File: src/rtl/core/gpc_pkg.sv
// shared constants and helpers for the grid path counter
`default_nettype none

package gpc_pkg;

    localparam int DEF_MAX_COLUMNS = 64;
    localparam int DEF_MAX_ROWS    = 1024;
    localparam int DEF_COUNT_WIDTH = 32;

    localparam int ROWS_FIELD_WIDTH = 11;
    localparam int COLS_FIELD_WIDTH = 7;
    localparam int CFG_DATA_WIDTH   = 11;
    localparam int CFG_INDEX_WIDTH  = 2;
    localparam int PATH_WIDTH       = 32;

    typedef enum logic [CFG_INDEX_WIDTH-1:0] {
        REG_GRID_ROWS    = 2'd0,
        REG_GRID_COLUMNS = 2'd1
    } cfg_reg_t;

    // clamp a size register to 1..max and return it minus one
    function automatic logic [31:0] size_last(input logic [31:0] value, input logic [31:0] max_v);
        logic [31:0] res;
        begin
            if (value == 32'd0) begin
                res = 32'd0;
            end else if (value > max_v) begin
                res = max_v - 32'd1;
            end else begin
                res = value - 32'd1;
            end
            return res;
        end
    endfunction

endpackage

`default_nettype wire

File: src/rtl/core/gpc_cell.sv
// one cell of the row store chain, holds the count of one column
`default_nettype none

module gpc_cell #(
    parameter int COUNT_WIDTH = gpc_pkg::DEF_COUNT_WIDTH
) (
    input  wire logic                   aclk,
    input  wire logic                   shift_en,
    input  wire logic [COUNT_WIDTH-1:0] count_in,
    output logic      [COUNT_WIDTH-1:0] count_out
);
    import gpc_pkg::*;

    logic [COUNT_WIDTH-1:0] count_reg;

    always_ff @(posedge aclk) begin
        if (shift_en) begin
            count_reg <= count_in;
        end
    end

    assign count_out = count_reg;

endmodule

`default_nettype wire

File: src/rtl/core/gpc_chain.sv
// chain of row store cells with a tap at the row length
`default_nettype none

module gpc_chain #(
    parameter int MAX_COLUMNS = gpc_pkg::DEF_MAX_COLUMNS,
    parameter int COUNT_WIDTH = gpc_pkg::DEF_COUNT_WIDTH,
    parameter int CW          = (MAX_COLUMNS > 1) ? $clog2(MAX_COLUMNS) : 1
) (
    input  wire logic                   aclk,
    input  wire logic                   shift_en,
    input  wire logic [CW-1:0]          tap_sel,
    input  wire logic [COUNT_WIDTH-1:0] count_in,
    output logic      [COUNT_WIDTH-1:0] count_up
);
    import gpc_pkg::*;

    logic [COUNT_WIDTH-1:0] link [MAX_COLUMNS];

    genvar gi;
    generate
        for (gi = 0; gi < MAX_COLUMNS; gi++) begin : g_cell
            if (gi == 0) begin : g_head
                gpc_cell #(.COUNT_WIDTH(COUNT_WIDTH)) u_cell (
                    .aclk      (aclk),
                    .shift_en  (shift_en),
                    .count_in  (count_in),
                    .count_out (link[gi])
                );
            end else begin : g_body
                gpc_cell #(.COUNT_WIDTH(COUNT_WIDTH)) u_cell (
                    .aclk      (aclk),
                    .shift_en  (shift_en),
                    .count_in  (link[gi-1]),
                    .count_out (link[gi])
                );
            end
        end
    endgenerate

    // value written one row ago sits at the last used cell
    assign count_up = link[tap_sel];

endmodule

`default_nettype wire

File: src/rtl/core/grid_path_count_with_obstacles.sv
// top level of the obstacle grid path counter
`default_nettype none

// Takes one grid cell per word in row-major order and returns one word with the
// saturated path count of the bottom-right cell at the end of each grid. A new
// cell is taken every clock cycle: one saturating add per cell, with the count
// of the cell above read from a chain of MAX_COLUMNS cells that shifts once per
// cell and is tapped at the row length. The result sits in an output register,
// so cells keep flowing while it waits; only the last cell of the next grid
// waits for it to be taken. A register write abandons the grid in progress.
module grid_path_count_with_obstacles #(
    parameter int MAX_COLUMNS = gpc_pkg::DEF_MAX_COLUMNS,
    parameter int MAX_ROWS    = gpc_pkg::DEF_MAX_ROWS,
    parameter int COUNT_WIDTH = gpc_pkg::DEF_COUNT_WIDTH
) (
    input  wire logic                                  aclk,
    input  wire logic                                  aresetn,
    input  wire logic                                  cfg_wr_en,
    input  wire logic [gpc_pkg::CFG_INDEX_WIDTH-1:0]   cfg_index,
    input  wire logic [gpc_pkg::CFG_DATA_WIDTH-1:0]    cfg_wr_data,
    input  wire logic                                  s_valid,
    output logic                                       s_ready,
    input  wire logic                                  s_blocked_cell,
    output logic                                       m_valid,
    input  wire logic                                  m_ready,
    output logic      [gpc_pkg::PATH_WIDTH-1:0]        m_path_count,
    output logic                                       m_count_saturated
);
    import gpc_pkg::*;

    localparam int CW = (MAX_COLUMNS > 1) ? $clog2(MAX_COLUMNS) : 1;
    localparam int RW = (MAX_ROWS > 1) ? $clog2(MAX_ROWS) : 1;
    localparam int OW = (COUNT_WIDTH > PATH_WIDTH) ? COUNT_WIDTH : PATH_WIDTH;
    localparam logic [COUNT_WIDTH-1:0] COUNT_MAX = {COUNT_WIDTH{1'b1}};

    logic [CW-1:0]          cols_last_reg, cols_last_next;
    logic [RW-1:0]          rows_last_reg, rows_last_next;
    logic [CW-1:0]          col_reg, col_next;
    logic [RW-1:0]          row_reg, row_next;
    logic [COUNT_WIDTH-1:0] left_reg, left_next;
    logic                   sat_reg, sat_next;
    logic                   m_valid_reg, m_valid_next;
    logic [PATH_WIDTH-1:0]  path_reg, path_next;
    logic                   msat_reg, msat_next;

    logic                   cfg_hit;
    logic                   accept;
    logic                   col_last, row_last, grid_last;
    logic [COUNT_WIDTH-1:0] count_up, cell_count;
    logic [COUNT_WIDTH:0]   sum;
    logic                   sat_now;
    logic [OW-1:0]          count_ext;

    assign cfg_hit  = cfg_wr_en &&
                      (cfg_index == REG_GRID_ROWS || cfg_index == REG_GRID_COLUMNS);
    assign col_last = (col_reg == cols_last_reg);
    assign row_last = (row_reg == rows_last_reg);
    assign grid_last = col_last && row_last;
    assign s_ready  = !m_valid_reg || m_ready || !grid_last;
    assign accept   = s_valid && s_ready;

    gpc_chain #(
        .MAX_COLUMNS (MAX_COLUMNS),
        .COUNT_WIDTH (COUNT_WIDTH),
        .CW          (CW)
    ) u_chain (
        .aclk     (aclk),
        .shift_en (accept),
        .tap_sel  (cols_last_reg),
        .count_in (cell_count),
        .count_up (count_up)
    );

    // cell count
    always_comb begin
        sum     = {1'b0, count_up} + {1'b0, left_reg};
        sat_now = 1'b0;
        if (s_blocked_cell) begin
            cell_count = '0;
        end else if (row_reg == '0 && col_reg == '0) begin
            cell_count = COUNT_WIDTH'(1);
        end else if (row_reg == '0) begin
            cell_count = left_reg;
        end else if (col_reg == '0) begin
            cell_count = count_up;
        end else if (sum[COUNT_WIDTH]) begin
            cell_count = COUNT_MAX;
            sat_now    = 1'b1;
        end else begin
            cell_count = sum[COUNT_WIDTH-1:0];
        end
        count_ext = OW'(cell_count);
    end

    always_comb begin
        cols_last_next = cols_last_reg;
        rows_last_next = rows_last_reg;
        col_next       = col_reg;
        row_next       = row_reg;
        left_next      = left_reg;
        sat_next       = sat_reg;
        m_valid_next   = m_valid_reg && !m_ready;
        path_next      = path_reg;
        msat_next      = msat_reg;
        if (cfg_hit) begin
            if (cfg_index == REG_GRID_ROWS) begin
                rows_last_next = RW'(size_last(32'(cfg_wr_data[ROWS_FIELD_WIDTH-1:0]),
                                               32'(MAX_ROWS)));
            end else begin
                cols_last_next = CW'(size_last(32'(cfg_wr_data[COLS_FIELD_WIDTH-1:0]),
                                               32'(MAX_COLUMNS)));
            end
            col_next  = '0;
            row_next  = '0;
            left_next = '0;
            sat_next  = 1'b0;
        end else if (accept) begin
            if (col_last) begin
                col_next  = '0;
                left_next = '0;
                if (row_last) begin
                    row_next     = '0;
                    sat_next     = 1'b0;
                    m_valid_next = 1'b1;
                    msat_next    = sat_reg || sat_now;
                    if ((count_ext >> PATH_WIDTH) != '0) begin
                        path_next = {PATH_WIDTH{1'b1}};
                    end else begin
                        path_next = PATH_WIDTH'(count_ext);
                    end
                end else begin
                    row_next = row_reg + RW'(1);
                    sat_next = sat_reg || sat_now;
                end
            end else begin
                col_next  = col_reg + CW'(1);
                left_next = cell_count;
                sat_next  = sat_reg || sat_now;
            end
        end
    end

    always_ff @(posedge aclk) begin
        if (!aresetn) begin
            cols_last_reg <= '0;
            rows_last_reg <= '0;
            col_reg       <= '0;
            row_reg       <= '0;
            left_reg      <= '0;
            sat_reg       <= 1'b0;
            m_valid_reg   <= 1'b0;
        end else begin
            cols_last_reg <= cols_last_next;
            rows_last_reg <= rows_last_next;
            col_reg       <= col_next;
            row_reg       <= row_next;
            left_reg      <= left_next;
            sat_reg       <= sat_next;
            m_valid_reg   <= m_valid_next;
        end
    end

    always_ff @(posedge aclk) begin
        path_reg <= path_next;
        msat_reg <= msat_next;
    end

    assign m_valid           = m_valid_reg;
    assign m_path_count      = path_reg;
    assign m_count_saturated = msat_reg;

endmodule

`default_nettype wire

File: config.mk
export PLATFORM = sky130hd
export DESIGN_NAME = grid_path_count_with_obstacles
export DESIGN_NICKNAME = d
export VERILOG_FILES = /design/src/rtl/core/gpc_pkg.sv /design/src/rtl/core/gpc_cell.sv /design/src/rtl/core/gpc_chain.sv /design/src/rtl/core/grid_path_count_with_obstacles.sv
export SDC_FILE = /design/constraint.sdc
export NUM_CORES = 2
export LEC_CHECK = 0
export BUFFER_PORTS_ARGS = -buffer_cell sky130_fd_sc_hd__buf_2
export CAP_MARGIN = 20
export CORE_UTILIZATION = 45
export DETAILED_ROUTE_END_ITERATION = 12
export PLACE_DENSITY_LB_ADDON = 0.12
export SLEW_MARGIN = 30
export SYNTH_ARGS = -nofsm -noshare
export SYNTH_HDL_FRONTEND = slang
export SYNTH_SLANG_ARGS = --single-unit
export TNS_END_PERCENT = 50
File: constraint.sdc
create_clock -name aclk -period 37.9 [get_ports aclk]
set_input_delay 7.58 -clock aclk [delete_from_list [all_inputs] [get_ports aclk]]
set_output_delay 7.58 -clock aclk [all_outputs]
set_load 0.02 [all_outputs]
==> impl_metrics.env <==
export IMPL_start_util=0.455
export IMPL_worst_ep_required_time_ns=30.32
export IMPL_ys_types=76
export IMPL_synthFlopType="edfxtp_1"
export IMPL_hold_viol=0
export IMPL_syn_area_sq_um=84600
export IMPL_max_vdd_ir_drop_mv=0.0440
export IMPL_cts_setup_buffers=0
export IMPL_max_freq_mhz=63.5
export IMPL_clock_skew_ns=0.0460
export IMPL_ys_seq_area_frac=0.755
export IMPL_relSlewSlack=0.313
export IMPL_power_density_nw_per_um2=55.4
export IMPL_core_sq_um=186000
export IMPL_grt_usage=0.186
export IMPL_syn_inst=4033
export IMPL_ant_nets=0
export IMPL_critPathCaptureType="output pin"
export IMPL_min_period_ns=15.74
export IMPL_drive_gt1_frac=0.233
export IMPL_cts_tree="built"
export IMPL_drc=0
export IMPL_grt_start_max_net_pins=200
export IMPL_vias=40500
export IMPL_yosysWarningCount=0
export IMPL_grt_pass1_vias=41000
export IMPL_tightest_slew_ns=1.03
export IMPL_rsz0062_at_grt="no"
export IMPL_drv_slew=0
export IMPL_grt_pass1_wl_mm=267
export IMPL_wl_mm=176
export IMPL_die_h_um=436
export IMPL_antenna_found_initial=4
export IMPL_cts_path_max_buffers=3
export IMPL_crit_type="in2out"
export IMPL_routedWlPerCell_um=25.8
export IMPL_clockRootBuffer="clkbuf_16"
export IMPL_die_area_sq_um=190000
export IMPL_synth_avg_cell_area_sq_um=21.0
export IMPL_setup_viol=0
export IMPL_area_growth_pct=12.0
export IMPL_crit_fanout=3
export IMPL_dp_hpwl_mm=101
export IMPL_syn_num_nets=4090
export IMPL_dr_pass1_iters=5
export IMPL_cts_resized=0
export IMPL_setup_tns_ns=0
export IMPL_synth_edf_count=2081
export IMPL_die_w_um=436
export IMPL_synth_area_top_cells="edfxtp_1 (74%), mux4_2 (15%), dfxtp_1 (1.6%)"
export IMPL_largest_reg_flops=2016
export IMPL_postCtsHoldBufs=0
export IMPL_final_fill_count=14700
export IMPL_outcome="complete, no violations"
export IMPL_post_route_period_util=0.415
export IMPL_cts_buffers=220
export IMPL_row_count=158
export IMPL_clk_latency_ns=0.87
export IMPL_final_nets=4232
export IMPL_htree_levels=4
export IMPL_synth_top_area_frac=0.739
export IMPL_synthTopCellsByCount="edfxtp_1 (2081), mux4_2 (559), nand2_1 (185)"
export IMPL_drt_iter0_drc=4243
export IMPL_yosysMostFrequentCell="edfxtp_1"
export IMPL_async_flop_share=0
export IMPL_max_cap_violations=0
export IMPL_place_gp_congestion=0.888
export IMPL_ys_ff_latch=2147
export IMPL_crit_path_start_kind="primary input"
export IMPL_hold_path_class="reg2reg"
export IMPL_numClockSinks=2147
export IMPL_cp_arrival_ns=8.16
export IMPL_port_buffer_count=53
export IMPL_path_clk_slew_ns=0.06
export IMPL_fin_util=0.509
export IMPL_ios=54
export IMPL_grt_overflow=0
export IMPL_drt_vias_per_instance=5.91
export IMPL_leakagePower_nw=30.7
export IMPL_yosys_area_top_type="edfxtp_1"
## final cells by class
class | instances | area, sq um | area share
Timing Repair Buffer | 125 | 1100 | 0.0116
Tap cell | 2480 | 3100 | 0.0328
Clock inverter | 133 | 1170 | 0.0124
Sequential cell | 2147 | 63800 | 0.674
Antenna cell | 2 | 5.00 | 0.0000529
Clock buffer | 278 | 5720 | 0.0604
Inverter | 29 | 121 | 0.00128
Multi-Input combinational cell | 1652 | 19600 | 0.207
## power by group
group	internal (W)	switching [W]	leakage, nW	total (W)
Sequential	0.00277	0.0000730	20.9	0.00284
Combinational	0.000138	0.000194	6.49	0.000332
Clock	0.00115	0.000919	3.33	0.00207
Total	0.00406	0.00119	30.7	0.00524
## per-stage QoR
| stage | power [W] | setup WS, ns | instance area, sq um | hold slack [ns] | std cells |
|---|---|---|---|---|---|
| detailed placement | 0.00322 | 22.14 | 87700 | 0.427 | 6429 |
| global placement | 0.00322 | 22.13 | 87600 | 0.422 | 6428 |
| finish | 0.00524 | 22.16 | 94700 | 0.426 | 6846 |
| floorplan | 0.00320 | 2.49 | 84600 | 0.420 | 4033 |
| global route | 0.00543 | 22.11 | 94700 | 0.440 | 6844 |
| CTS | 0.00531 | 22.14 | 94600 | 0.424 | 6840 |
## critical path, cell delays in order
cell and delay (ns):
buf_2 0.10, nor2b_1 0.23, nand2_1 0.08, buf_2 0.16
## per-layer routing
metal  vias to the layer above  track usage  part of all wire  wire [um]
li1                      17300            -                 -          -
met1                     21800        0.284              0.47      82500
met2                      1141        0.269              0.45      79400
met3                       262       0.0368             0.057      10100
met4                         2       0.0574             0.026       4520
met5                         -            0          0.000079         14
## kinds of logic after synthesis
family / share of synthesized area
DFF: 0.755
buffers and inverters: 0.0143
xor gates and xnor gates: 0.00539
muxes: 0.160
adders and majority gates: 0.00571
AOI/OAI and AO/OA: 0.0344
and+or+nand+nor: 0.0252
## placed cells by master (no fill, tap or decap), types with 10 or more instances in the layout
master     netlist  final
clkinv_2         0     32
nand4_1         11     11
buf_12           0     16
a22o_1          10     10
inv_1           24     23
o31ai_1         12     12
xor2_1          18     18
bufinv_16        0     11
and2_1          11     11
mux2_2          10     10
buf_2           70     53
nor2b_1         19     18
xnor2_1         34     34
clkinv_1         3     70
a22oi_1         59     59
o221ai_1        17     17
a31oi_1         31     31
nand3_1         42     42
clkbuf_1        66     58
a211oi_1        20     20
nor4_1          11     10
a21oi_1         87     87
o22ai_1         18     18
clkbuf_16        0    220
o21ai_0         93     93
nor2_1         107    100
mux4_2         559    559
buf_4           48     48
edfxtp_1      2081   2081
a21o_1          21     21
ha_1            37     37
nand2_1        185    184
dfxtp_1         66     60
nor3_1          28     24
or3_1           11     11
mux2i_1         87     87
## worst paths after layout
kind | from | endpoint | slack [ns] | cells past startpoint
worst max-delay path | m_ready | s_ready | 22.16 | 4
worst min-delay path | u_chain.g_cell[29].g_body.u_cell.count_out[19] | u_chain.g_cell[30].g_body.u_cell.count_out[19] | 0.43 | 0
worst max register to register | cols_last_reg[2] | m_path_count[22] | 29.54 | 20
worst min register to register | u_chain.g_cell[29].g_body.u_cell.count_out[19] | u_chain.g_cell[30].g_body.u_cell.count_out[19] | 0.43 | 0
(Power assumes the default switching activity.)
